$ cat src/design/sha1_pkg.sv
`timescale 1ns / 1ps
// Shared types and constants for the SHA-1 hash engine.
package sha1_pkg;

  localparam int QUEUE_DEPTH = 2;
  localparam int QPTR_W      = (QUEUE_DEPTH > 1) ? $clog2(QUEUE_DEPTH) : 1;
  localparam int QCNT_W      = $clog2(QUEUE_DEPTH + 1);

  localparam int DIGEST_WORDS = 5;
  localparam int IDX_W        = 3;
  localparam int ROUND_W      = 7;

  localparam logic [ROUND_W-1:0] ROUND_LAST = 7'd79;
  localparam logic [ROUND_W-1:0] ROUND_F2   = 7'd20;
  localparam logic [ROUND_W-1:0] ROUND_F3   = 7'd40;
  localparam logic [ROUND_W-1:0] ROUND_F4   = 7'd60;

  localparam logic [4:0][31:0] H_INIT = {
    32'hC3D2E1F0, 32'h10325476, 32'h98BADCFE, 32'hEFCDAB89, 32'h67452301
  };

  localparam logic [31:0] K_R0 = 32'h5A827999;
  localparam logic [31:0] K_R1 = 32'h6ED9EBA1;
  localparam logic [31:0] K_R2 = 32'h8F1BBCDC;
  localparam logic [31:0] K_R3 = 32'hCA62C1D6;

  localparam logic [7:0] PAD_MARK     = 8'h80;
  localparam logic [5:0] LEN_POS      = 6'd56;
  localparam logic [5:0] BLOCK_LAST   = 6'd63;
  localparam logic [63:0] BITS_PER_BYTE = 64'd8;

  typedef enum logic [1:0] {
    KIND_BYTE,
    KIND_BYTE_END,
    KIND_END
  } item_kind_t;

  typedef struct packed {
    item_kind_t kind;
    logic [7:0] data;
  } queue_entry_t;

endpackage

$ cat src/design/sha1_front.sv
`timescale 1ns / 1ps
// Input front end: classifies incoming transactions and pushes them to the queue.
module sha1_front (
  input  logic                  in_valid,
  input  logic [7:0]            in_data_byte,
  input  logic                  in_byte_valid,
  input  logic                  in_end_of_message,
  output logic                  in_stall,
  input  logic                  q_full,
  output logic                  q_push,
  output sha1_pkg::queue_entry_t q_push_entry
);
  import sha1_pkg::*;

  item_kind_t kind;
  logic       useful;

  always_comb begin
    kind   = KIND_BYTE;
    useful = 1'b1;
    unique case ({in_byte_valid, in_end_of_message})
      2'b10: kind = KIND_BYTE;
      2'b11: kind = KIND_BYTE_END;
      2'b01: kind = KIND_END;
      default: useful = 1'b0;
    endcase
  end

  assign in_stall          = q_full;
  assign q_push            = in_valid && !q_full && useful;
  assign q_push_entry.kind = kind;
  assign q_push_entry.data = in_data_byte;

endmodule

$ cat src/design/sha1_queue.sv
`timescale 1ns / 1ps
// Short FIFO between the front end and the hash core.
module sha1_queue (
  input  logic                   clk,
  input  logic                   rst_n,
  input  logic                   push,
  input  sha1_pkg::queue_entry_t push_entry,
  input  logic                   pop,
  output logic                   full,
  output logic                   valid,
  output sha1_pkg::queue_entry_t pop_entry
);
  import sha1_pkg::*;

  queue_entry_t            entries_r [QUEUE_DEPTH];
  logic [QPTR_W-1:0]       wr_ptr_r, wr_ptr_nxt;
  logic [QPTR_W-1:0]       rd_ptr_r, rd_ptr_nxt;
  logic [QCNT_W-1:0]       count_r, count_nxt;
  logic                    do_push, do_pop;

  assign full      = (count_r == QCNT_W'(QUEUE_DEPTH));
  assign valid     = (count_r != '0);
  assign pop_entry = entries_r[rd_ptr_r];
  assign do_push   = push && !full;
  assign do_pop    = pop && valid;

  always_comb begin
    wr_ptr_nxt = wr_ptr_r;
    rd_ptr_nxt = rd_ptr_r;
    count_nxt  = count_r;
    if (do_push) begin
      wr_ptr_nxt = (wr_ptr_r == QPTR_W'(QUEUE_DEPTH - 1)) ? '0 : wr_ptr_r + 1'b1;
    end
    if (do_pop) begin
      rd_ptr_nxt = (rd_ptr_r == QPTR_W'(QUEUE_DEPTH - 1)) ? '0 : rd_ptr_r + 1'b1;
    end
    if (do_push && !do_pop) begin
      count_nxt = count_r + 1'b1;
    end else if (do_pop && !do_push) begin
      count_nxt = count_r - 1'b1;
    end
  end

  always_ff @(posedge clk) begin
    if (!rst_n) begin
      wr_ptr_r <= '0;
      rd_ptr_r <= '0;
      count_r  <= '0;
    end else begin
      wr_ptr_r <= wr_ptr_nxt;
      rd_ptr_r <= rd_ptr_nxt;
      count_r  <= count_nxt;
    end
    if (do_push) begin
      entries_r[wr_ptr_r] <= push_entry;
    end
  end

endmodule

$ cat src/design/sha1_core.sv
`timescale 1ns / 1ps
// Hash core: byte packing, padding, 80-round compression and digest output.
module sha1_core (
  input  logic                   clk,
  input  logic                   rst_n,
  input  logic                   q_valid,
  input  sha1_pkg::queue_entry_t q_entry,
  output logic                   q_pop,
  output logic                   out_valid,
  input  logic                   out_stall,
  output logic [31:0]            out_digest_word,
  output logic [2:0]             out_word_index,
  output logic                   out_last_word
);
  import sha1_pkg::*;

  typedef enum logic [2:0] {
    ST_IDLE,
    ST_PAD,
    ST_ROUND,
    ST_FOLD,
    ST_EMIT
  } state_t;

  typedef enum logic [2:0] {
    PH_NONE,
    PH_MARK,
    PH_FILL,
    PH_LEN,
    PH_DONE
  } phase_t;

  state_t              state_r, state_nxt;
  phase_t              phase_r, phase_nxt;
  logic [5:0]          pos_r, pos_nxt;
  logic [63:0]         bit_count_r, bit_count_nxt;
  logic [15:0][31:0]   block_r, block_nxt;
  logic [4:0][31:0]    work_r, work_nxt;
  logic [4:0][31:0]    hash_r, hash_nxt;
  logic [ROUND_W-1:0]  round_r, round_nxt;
  logic [2:0]          len_idx_r, len_idx_nxt;
  logic                out_valid_r, out_valid_nxt;
  logic [31:0]         out_word_r, out_word_nxt;
  logic [IDX_W-1:0]    out_idx_r, out_idx_nxt;
  logic                out_last_r, out_last_nxt;

  logic                do_absorb;
  logic [7:0]          abs_byte;
  logic [63:0]         len_sh;
  logic [31:0]         a, b, c, d, e, f, k, tmp, w_new;
  logic [IDX_W-1:0]    idx_inc;

  assign a = work_r[0];
  assign b = work_r[1];
  assign c = work_r[2];
  assign d = work_r[3];
  assign e = work_r[4];

  assign len_sh  = bit_count_r << {len_idx_r, 3'b000};
  assign idx_inc = out_idx_r + 1'b1;

  always_comb begin
    if (round_r < ROUND_F2) begin
      f = (b & c) | (~b & d);
      k = K_R0;
    end else if (round_r < ROUND_F3) begin
      f = b ^ c ^ d;
      k = K_R1;
    end else if (round_r < ROUND_F4) begin
      f = (b & c) | (b & d) | (c & d);
      k = K_R2;
    end else begin
      f = b ^ c ^ d;
      k = K_R3;
    end
  end

  assign tmp   = {a[26:0], a[31:27]} + f + e + k + block_r[15];
  assign w_new = block_r[2] ^ block_r[7] ^ block_r[13] ^ block_r[15];

  always_comb begin
    state_nxt     = state_r;
    phase_nxt     = phase_r;
    pos_nxt       = pos_r;
    bit_count_nxt = bit_count_r;
    block_nxt     = block_r;
    work_nxt      = work_r;
    hash_nxt      = hash_r;
    round_nxt     = round_r;
    len_idx_nxt   = len_idx_r;
    out_valid_nxt = out_valid_r;
    out_word_nxt  = out_word_r;
    out_idx_nxt   = out_idx_r;
    out_last_nxt  = out_last_r;
    do_absorb     = 1'b0;
    abs_byte      = 8'h00;
    q_pop         = 1'b0;

    unique case (state_r)
      ST_IDLE: begin
        if (q_valid) begin
          q_pop = 1'b1;
          unique case (q_entry.kind)
            KIND_BYTE: begin
              do_absorb     = 1'b1;
              abs_byte      = q_entry.data;
              bit_count_nxt = bit_count_r + BITS_PER_BYTE;
            end
            KIND_BYTE_END: begin
              do_absorb     = 1'b1;
              abs_byte      = q_entry.data;
              bit_count_nxt = bit_count_r + BITS_PER_BYTE;
              phase_nxt     = PH_MARK;
              state_nxt     = ST_PAD;
            end
            KIND_END: begin
              phase_nxt = PH_MARK;
              state_nxt = ST_PAD;
            end
            default: ;
          endcase
        end
      end
      ST_PAD: begin
        unique case (phase_r)
          PH_MARK: begin
            do_absorb = 1'b1;
            abs_byte  = PAD_MARK;
            phase_nxt = PH_FILL;
          end
          PH_FILL: begin
            if (pos_r != LEN_POS) begin
              do_absorb = 1'b1;
            end else begin
              phase_nxt   = PH_LEN;
              len_idx_nxt = '0;
            end
          end
          PH_LEN: begin
            do_absorb   = 1'b1;
            abs_byte    = len_sh[63:56];
            len_idx_nxt = len_idx_r + 1'b1;
            if (len_idx_r == 3'd7) begin
              phase_nxt = PH_DONE;
            end
          end
          default: ;
        endcase
      end
      ST_ROUND: begin
        work_nxt  = {d, c, {b[1:0], b[31:2]}, a, tmp};
        block_nxt = {block_r[14:0], {w_new[30:0], w_new[31]}};
        round_nxt = round_r + 1'b1;
        if (round_r == ROUND_LAST) begin
          state_nxt = ST_FOLD;
        end
      end
      ST_FOLD: begin
        for (int i = 0; i < DIGEST_WORDS; i++) begin
          hash_nxt[i] = hash_r[i] + work_r[i];
        end
        if (phase_r == PH_NONE) begin
          state_nxt = ST_IDLE;
        end else if (phase_r == PH_DONE) begin
          state_nxt     = ST_EMIT;
          out_valid_nxt = 1'b1;
          out_word_nxt  = hash_nxt[0];
          out_idx_nxt   = '0;
          out_last_nxt  = 1'b0;
        end else begin
          state_nxt = ST_PAD;
        end
      end
      ST_EMIT: begin
        if (out_valid_r && !out_stall) begin
          if (out_last_r) begin
            out_valid_nxt = 1'b0;
            hash_nxt      = H_INIT;
            pos_nxt       = '0;
            bit_count_nxt = '0;
            phase_nxt     = PH_NONE;
            state_nxt     = ST_IDLE;
          end else begin
            out_idx_nxt  = idx_inc;
            out_word_nxt = hash_r[idx_inc];
            out_last_nxt = (idx_inc == IDX_W'(DIGEST_WORDS - 1));
          end
        end
      end
      default: state_nxt = ST_IDLE;
    endcase

    if (do_absorb) begin
      block_nxt = {block_r[15][23:0], block_r[14:0], abs_byte};
      pos_nxt   = pos_r + 1'b1;
      if (pos_r == BLOCK_LAST) begin
        state_nxt = ST_ROUND;
        work_nxt  = hash_r;
        round_nxt = '0;
      end
    end
  end

  always_ff @(posedge clk) begin
    if (!rst_n) begin
      state_r     <= ST_IDLE;
      phase_r     <= PH_NONE;
      pos_r       <= '0;
      bit_count_r <= '0;
      hash_r      <= H_INIT;
      round_r     <= '0;
      len_idx_r   <= '0;
      out_valid_r <= 1'b0;
      out_idx_r   <= '0;
      out_last_r  <= 1'b0;
    end else begin
      state_r     <= state_nxt;
      phase_r     <= phase_nxt;
      pos_r       <= pos_nxt;
      bit_count_r <= bit_count_nxt;
      hash_r      <= hash_nxt;
      round_r     <= round_nxt;
      len_idx_r   <= len_idx_nxt;
      out_valid_r <= out_valid_nxt;
      out_idx_r   <= out_idx_nxt;
      out_last_r  <= out_last_nxt;
    end
    block_r    <= block_nxt;
    work_r     <= work_nxt;
    out_word_r <= out_word_nxt;
  end

  assign out_valid       = out_valid_r;
  assign out_digest_word = out_word_r;
  assign out_word_index  = out_idx_r;
  assign out_last_word   = out_last_r;

endmodule

$ cat src/design/sha1_hash_engine_top.sv
`timescale 1ns / 1ps
// SHA-1 hash engine top level: front end, transaction queue and hash core.
//
//   channel   handshake           payload
//   in_       in_valid/in_stall   in_data_byte, in_byte_valid, in_end_of_message
//   out_      out_valid/out_stall out_digest_word, out_word_index, out_last_word
//
// A byte transaction is absorbed while the core is idle; every 64th byte starts
// a compression and fold, in which no bytes are taken. Closing a message pads one
// byte per cycle, pausing while a full block compresses, then compresses, then
// shows five digest words, one per accepted transaction; out_stall holds the
// word in place. Synchronous active-low reset loads the initial chaining values.
module sha1_hash_engine_top (
  input  logic        clk,
  input  logic        rst_n,
  input  logic        in_valid,
  output logic        in_stall,
  input  logic [7:0]  in_data_byte,
  input  logic        in_byte_valid,
  input  logic        in_end_of_message,
  output logic        out_valid,
  input  logic        out_stall,
  output logic [31:0] out_digest_word,
  output logic [2:0]  out_word_index,
  output logic        out_last_word
);
  import sha1_pkg::*;

  logic         q_full;
  logic         q_push;
  logic         q_pop;
  logic         q_valid;
  queue_entry_t q_push_entry;
  queue_entry_t q_pop_entry;

  sha1_front u_front (
    .in_valid          (in_valid),
    .in_data_byte      (in_data_byte),
    .in_byte_valid     (in_byte_valid),
    .in_end_of_message (in_end_of_message),
    .in_stall          (in_stall),
    .q_full            (q_full),
    .q_push            (q_push),
    .q_push_entry      (q_push_entry)
  );

  sha1_queue u_queue (
    .clk        (clk),
    .rst_n      (rst_n),
    .push       (q_push),
    .push_entry (q_push_entry),
    .pop        (q_pop),
    .full       (q_full),
    .valid      (q_valid),
    .pop_entry  (q_pop_entry)
  );

  sha1_core u_core (
    .clk             (clk),
    .rst_n           (rst_n),
    .q_valid         (q_valid),
    .q_entry         (q_pop_entry),
    .q_pop           (q_pop),
    .out_valid       (out_valid),
    .out_stall       (out_stall),
    .out_digest_word (out_digest_word),
    .out_word_index  (out_word_index),
    .out_last_word   (out_last_word)
  );

endmodule
$ cat config.mk
export PLATFORM = sky130hd
export DESIGN_NAME = sha1_hash_engine_top
export DESIGN_NICKNAME = d
export VERILOG_FILES = /design/src/design/sha1_pkg.sv /design/src/design/sha1_front.sv /design/src/design/sha1_queue.sv /design/src/design/sha1_core.sv /design/src/design/sha1_hash_engine_top.sv
export SDC_FILE = /design/constraint.sdc
export NUM_CORES = 2
export LEC_CHECK = 0
export ABC_AREA = 1
export BUFFER_PORTS_ARGS = -buffer_cell sky130_fd_sc_hd__buf_2
export CORE_UTILIZATION = 40
export DETAILED_ROUTE_END_ITERATION = 10
export PLACE_DENSITY_LB_ADDON = 0.25
export SYNTH_ARGS = -nofsm -noshare
export SYNTH_HDL_FRONTEND = slang
export SYNTH_SLANG_ARGS = --single-unit
$ cat constraint.sdc
create_clock -name clk -period 15.15 [get_ports clk]
set_input_delay 0 -clock clk [delete_from_list [all_inputs] [get_ports clk]]
set_output_delay 0 -clock clk [all_outputs]
set_load 0.02 [all_outputs]
==> results.txt <==
----------------------------------------------------
[STA]
  Unrepaired setup endpoints after global routing ... no
  Min Clock Period, post-route ... 6.46 ns
  Final Slew Violations ... 0
  Worst-case clock skew ... 0.117 ns
  Maximum clock frequency ... 155 MHz
  Worst Hold Slack ... 0.103 ns
  Slack of the critical path ... 8.69 ns
  Period utilization ... 42.6%
  Relative slew margins ... 11.6%
  Aggregate negative setup slack ... 0 ns
  Setup violation total in the final timing report ... 0
  Transition time at the pin with the least slew margin ... 1.31 ns
  Hold violation total from the final report ... 0

[Setup path]
  Destination of the critical timing path ... u_core.a[21]$_DFF_P_
  Worst Path Required ... 15.82 ns
  Delay of the slowest critical-path stage ... 0.61 ns
  Cells along the critical path ... nand2_1, nand3_1, nand2_2, inv_1, nor2_1, inv_1, buf_4, o22ai_1, nor2_1, fa_1, fa_1, inv_1, fa_1, inv_1, ha_1, nand2_1, nor2_1, inv_1, nor3_1, nand3_1, nand4_1, nand3_1, nand2_1, o21ai_0
  Critical path buffer and inverter count ... 6
  CP top delay family ... simple AND/OR/NAND/NOR gates
  Standard cell with the maximum stage delay on the critical path ... sky130_fd_sc_hd__nand2_2
  Startpoint type of the worst setup path ... flop
  Category of the most critical setup path ... flop to flop
  Maximum fanout count along the critical path ... 37
  RR Endpoint ... u_core.a[21]$_DFF_P_
  Worst setup slack for register-to-register paths ... 8.69 ns
  Setup crit start ... u_core.round_r[3]$_SDFF_PN0_
  Stages on the worst setup path ... 24
  Worst reg2reg path startpoint ... u_core.round_r[3]$_SDFF_PN0_
  Critical Path Sink Type ... flop
  Critical Path Most Common Cell ... sky130_fd_sc_hd__inv_1
  Data arrival, critical path ... 7.13 ns
  Worst-case reg-to-reg path depth ... 24

[Placement]
  Placed cells ... 9904
  Last weighted congestion value of the routability-driven placer ... 1.10
  Pre-CTS worst setup slack ... 8.90 ns
  Post-detail-place hpwl ... 171000 um
  Total cell area at the placement stage ... 0.0622 mm^2
  Count of input and output buffers ... 51

[Final layout]
  Final instance area ... 0.0663 mm^2
  Layout cell share with drive strength beyond 1 ... 4.15%
  Area grow syn2layout ... 9.59%
  Filler cell count ... 15400
  Count of nets after finishing ... 8397
  Core utilization of the finished layout ... 44.2%
  Post-route non-filler standard cell count ... 10100

[Floorplan]
  Core footprint ... 0.150 mm^2
  Starting Density ... 40.4%
  Die Area ... 0.153 mm^2
  Number of top-level design ports ... 52
  Die boundary height ... 391 um
  Die X ... 391 um
  Site Rows ... 142

[Pwr]
  Final Power ... 14.9 mW
  PwrDens ... 224 mW/mm^2
  Leakage power of the design ... 30.0 nW
  Largest vdd supply drop ... 0.347 mV

[Min path]
  Min-delay worst type ... primary input to flop
  Hold path startpoint ... in_end_of_message
  WHS Path Cells ... 4

[Clock tree]
  Number of instances resized during post-cts repair ... 0
  Clock latency at the later pin of the worst-skew pair ... 0.82 ns
  Clock sinks ... 977
  TritonCTS Buffers ... 114
  Clock transition time at the flip-flop clock pins of the worst setup and hold paths ... 0.06 ns
  H-Tree Depth ... 3
  Maximum number of buffers from clock root to sink ... 3
  TritonCTS clock tree ... done
  Clock Tree Root ... sky130_fd_sc_hd__clkbuf_16

[Global route]
  Vias in the first global route ... 50500
  Antenna violations before repair ... 7
  Total congestion overflow ... 0
  Global-route wire length before repair ... 332000 um
  Overall fraction of global-route tracks in use ... 29.1%
  Largest net degree at the start of global routing ... 226

[Logic synthesis]
  Top-area cell type share of the netlist area ... 28.0%
  Leading cell types by total area after synthesis ... sky130_fd_sc_hd__edfxtp_1 (28%), sky130_fd_sc_hd__nand2_1 (18%), sky130_fd_sc_hd__dfxtp_1 (14%)
  Sequential area share after synthesis ... 41.7%
  Most used flip-flop cell after synthesis ... sky130_fd_sc_hd__edfxtp_1
  Most numerous cell in the Yosys netlist ... sky130_fd_sc_hd__nand2_1
  EDFF count, synth ... 564
  Mean cell area of the mapped netlist ... 7.48 um^2
  Netlist area before placement ... 0.0605 mm^2
  Yosys reg bits ... 977
  Library cells used by synthesis ... 58
  Proportion of synthesized flip-flops having asynchronous set or reset ... 0%
  Syn nets ... 8459
  Instance count of the mapped netlist ... 8092
  Cell type with the highest aggregate area in the netlist ... sky130_fd_sc_hd__edfxtp_1
  Leading post-synthesis cells by instance count ... sky130_fd_sc_hd__nand2_1 (2873), sky130_fd_sc_hd__inv_1 (838), sky130_fd_sc_hd__nor2_1 (624)
  Yosys warns ... 0

[Route]
  DRC violation count after routing ... 0
  Total vias in the final route ... 55100
  Antenna-violating nets left ... 0
  Via-to-Cell Ratio ... 5.44
  Total Routed Length ... 227000 um
  Average routed wire per standard cell ... 22.4 um
  Pre-antenna DRT Iters ... 6
  Iteration-0 DRC Markers ... 6471

[Flow run]
  Max-capacitance violation count ... 0

[Status]
  Status ... completed

----------------------------------------------------
==> power by group <==
part,total (mW),switching [mW],leakage (nW),internal [mW]
Combinational,6.84,4.70,19.5,2.13
Clock,2.86,1.22,1.86,1.64
Sequential,5.19,0.806,8.68,4.38
Total,14.9,6.73,30.0,8.16
==> sequential cells by signal (all words and copies together), names as in the netlist, 7 cells and up, named ones only <==
name and count:
u_core.b 32, u_core.d 32, u_core.hash_r 160, u_core.out_digest_word 32, u_core.a 32, u_core.e 32, u_core.block_r 512, u_core.bit_count_r 61
u_core.c 32, u_core.round_r 7, u_queue.entries_r 20
==> layer usage <==
layer	global-route usage (%)	up-vias	routed length, um
met1	39.6	25900	96900
met2	44.1	2298	97800
met4	13.8	2	12300
met3	5.86	487	19600
li1	-	26400	-
met5	0	-	13
==> tightest hold or removal path, stage by stage <==
cell	delay [ns]
sky130_fd_sc_hd__dlygate4sd3_1	0.53
sky130_fd_sc_hd__buf_2	0.13
sky130_fd_sc_hd__inv_1	0.05
sky130_fd_sc_hd__nor2_1	0.04
==> cell families after synthesis <==
| family | count (synthesis) | synth area share (%) |
|---|---|---|
| compound gates | 1229 | 11.2 |
| mux | 1 | 0.0165 |
| simple gates | 4221 | 28.3 |
| fa+ha+maj | 353 | 8.84 |
| buf+inv | 1159 | 7.81 |
| xor+xnor | 152 | 2.20 |
| flops | 977 | 41.7 |
==> repair_timing <==
action | 4_1_cts | 5_1_grt
hold endpoints to repair | 86 | 0
buffers inserted | 0 | 0
hold buffers | 26 | 0
==> final cells by class <==
class                   count  area (um^2)  share of cell area (%)
flip-flops and latches    977        25200                    38.0
clock inverters            43          614                   0.926
well taps                2016         2520                    3.80
clock buffers             162         3230                    4.88
repair buffers            123          888                    1.34
diodes                      5         12.5                  0.0189
multi-input cells        5956        30600                    46.1
inverters                 858         3240                    4.88
==> how the worst min path moves through the flow <==
stage / endpoint / slack (ns)
floorplan: u_queue.entries_r[0][0]$_DFFE_PP_ / 0.1
global placement: u_queue.entries_r[0][0]$_DFFE_PP_ / 0.19
detailed placement: u_queue.entries_r[0][1]$_DFFE_PP_ / 0.20
CTS: u_queue.entries_r[0][9]$_DFFE_PP_ / 0.04
global route: u_queue.entries_r[0][9]$_DFFE_PP_ / 0.10
finish: u_queue.entries_r[0][9]$_DFFE_PP_ / 0.10
==> cells in the final DEF, fill, tap and decap left out, types with 33 or more instances in the layout <==
cell type,n
sky130_fd_sc_hd__nand2_1,2872
sky130_fd_sc_hd__inv_1,837
sky130_fd_sc_hd__nor2_1,624
sky130_fd_sc_hd__edfxtp_1,564
sky130_fd_sc_hd__a21oi_1,529
sky130_fd_sc_hd__nand3_1,417
sky130_fd_sc_hd__dfxtp_1,412
sky130_fd_sc_hd__o21ai_0,394
sky130_fd_sc_hd__ha_1,229
sky130_fd_sc_hd__o22ai_1,164
sky130_fd_sc_hd__fa_1,124
sky130_fd_sc_hd__nand4_1,119
sky130_fd_sc_hd__clkbuf_16,114
sky130_fd_sc_hd__xnor2_1,101
sky130_fd_sc_hd__nor3_1,90
sky130_fd_sc_hd__xor2_1,51
sky130_fd_sc_hd__buf_2,50
sky130_fd_sc_hd__buf_4,45
sky130_fd_sc_hd__o21bai_1,33
(Power assumes the default switching activity.)
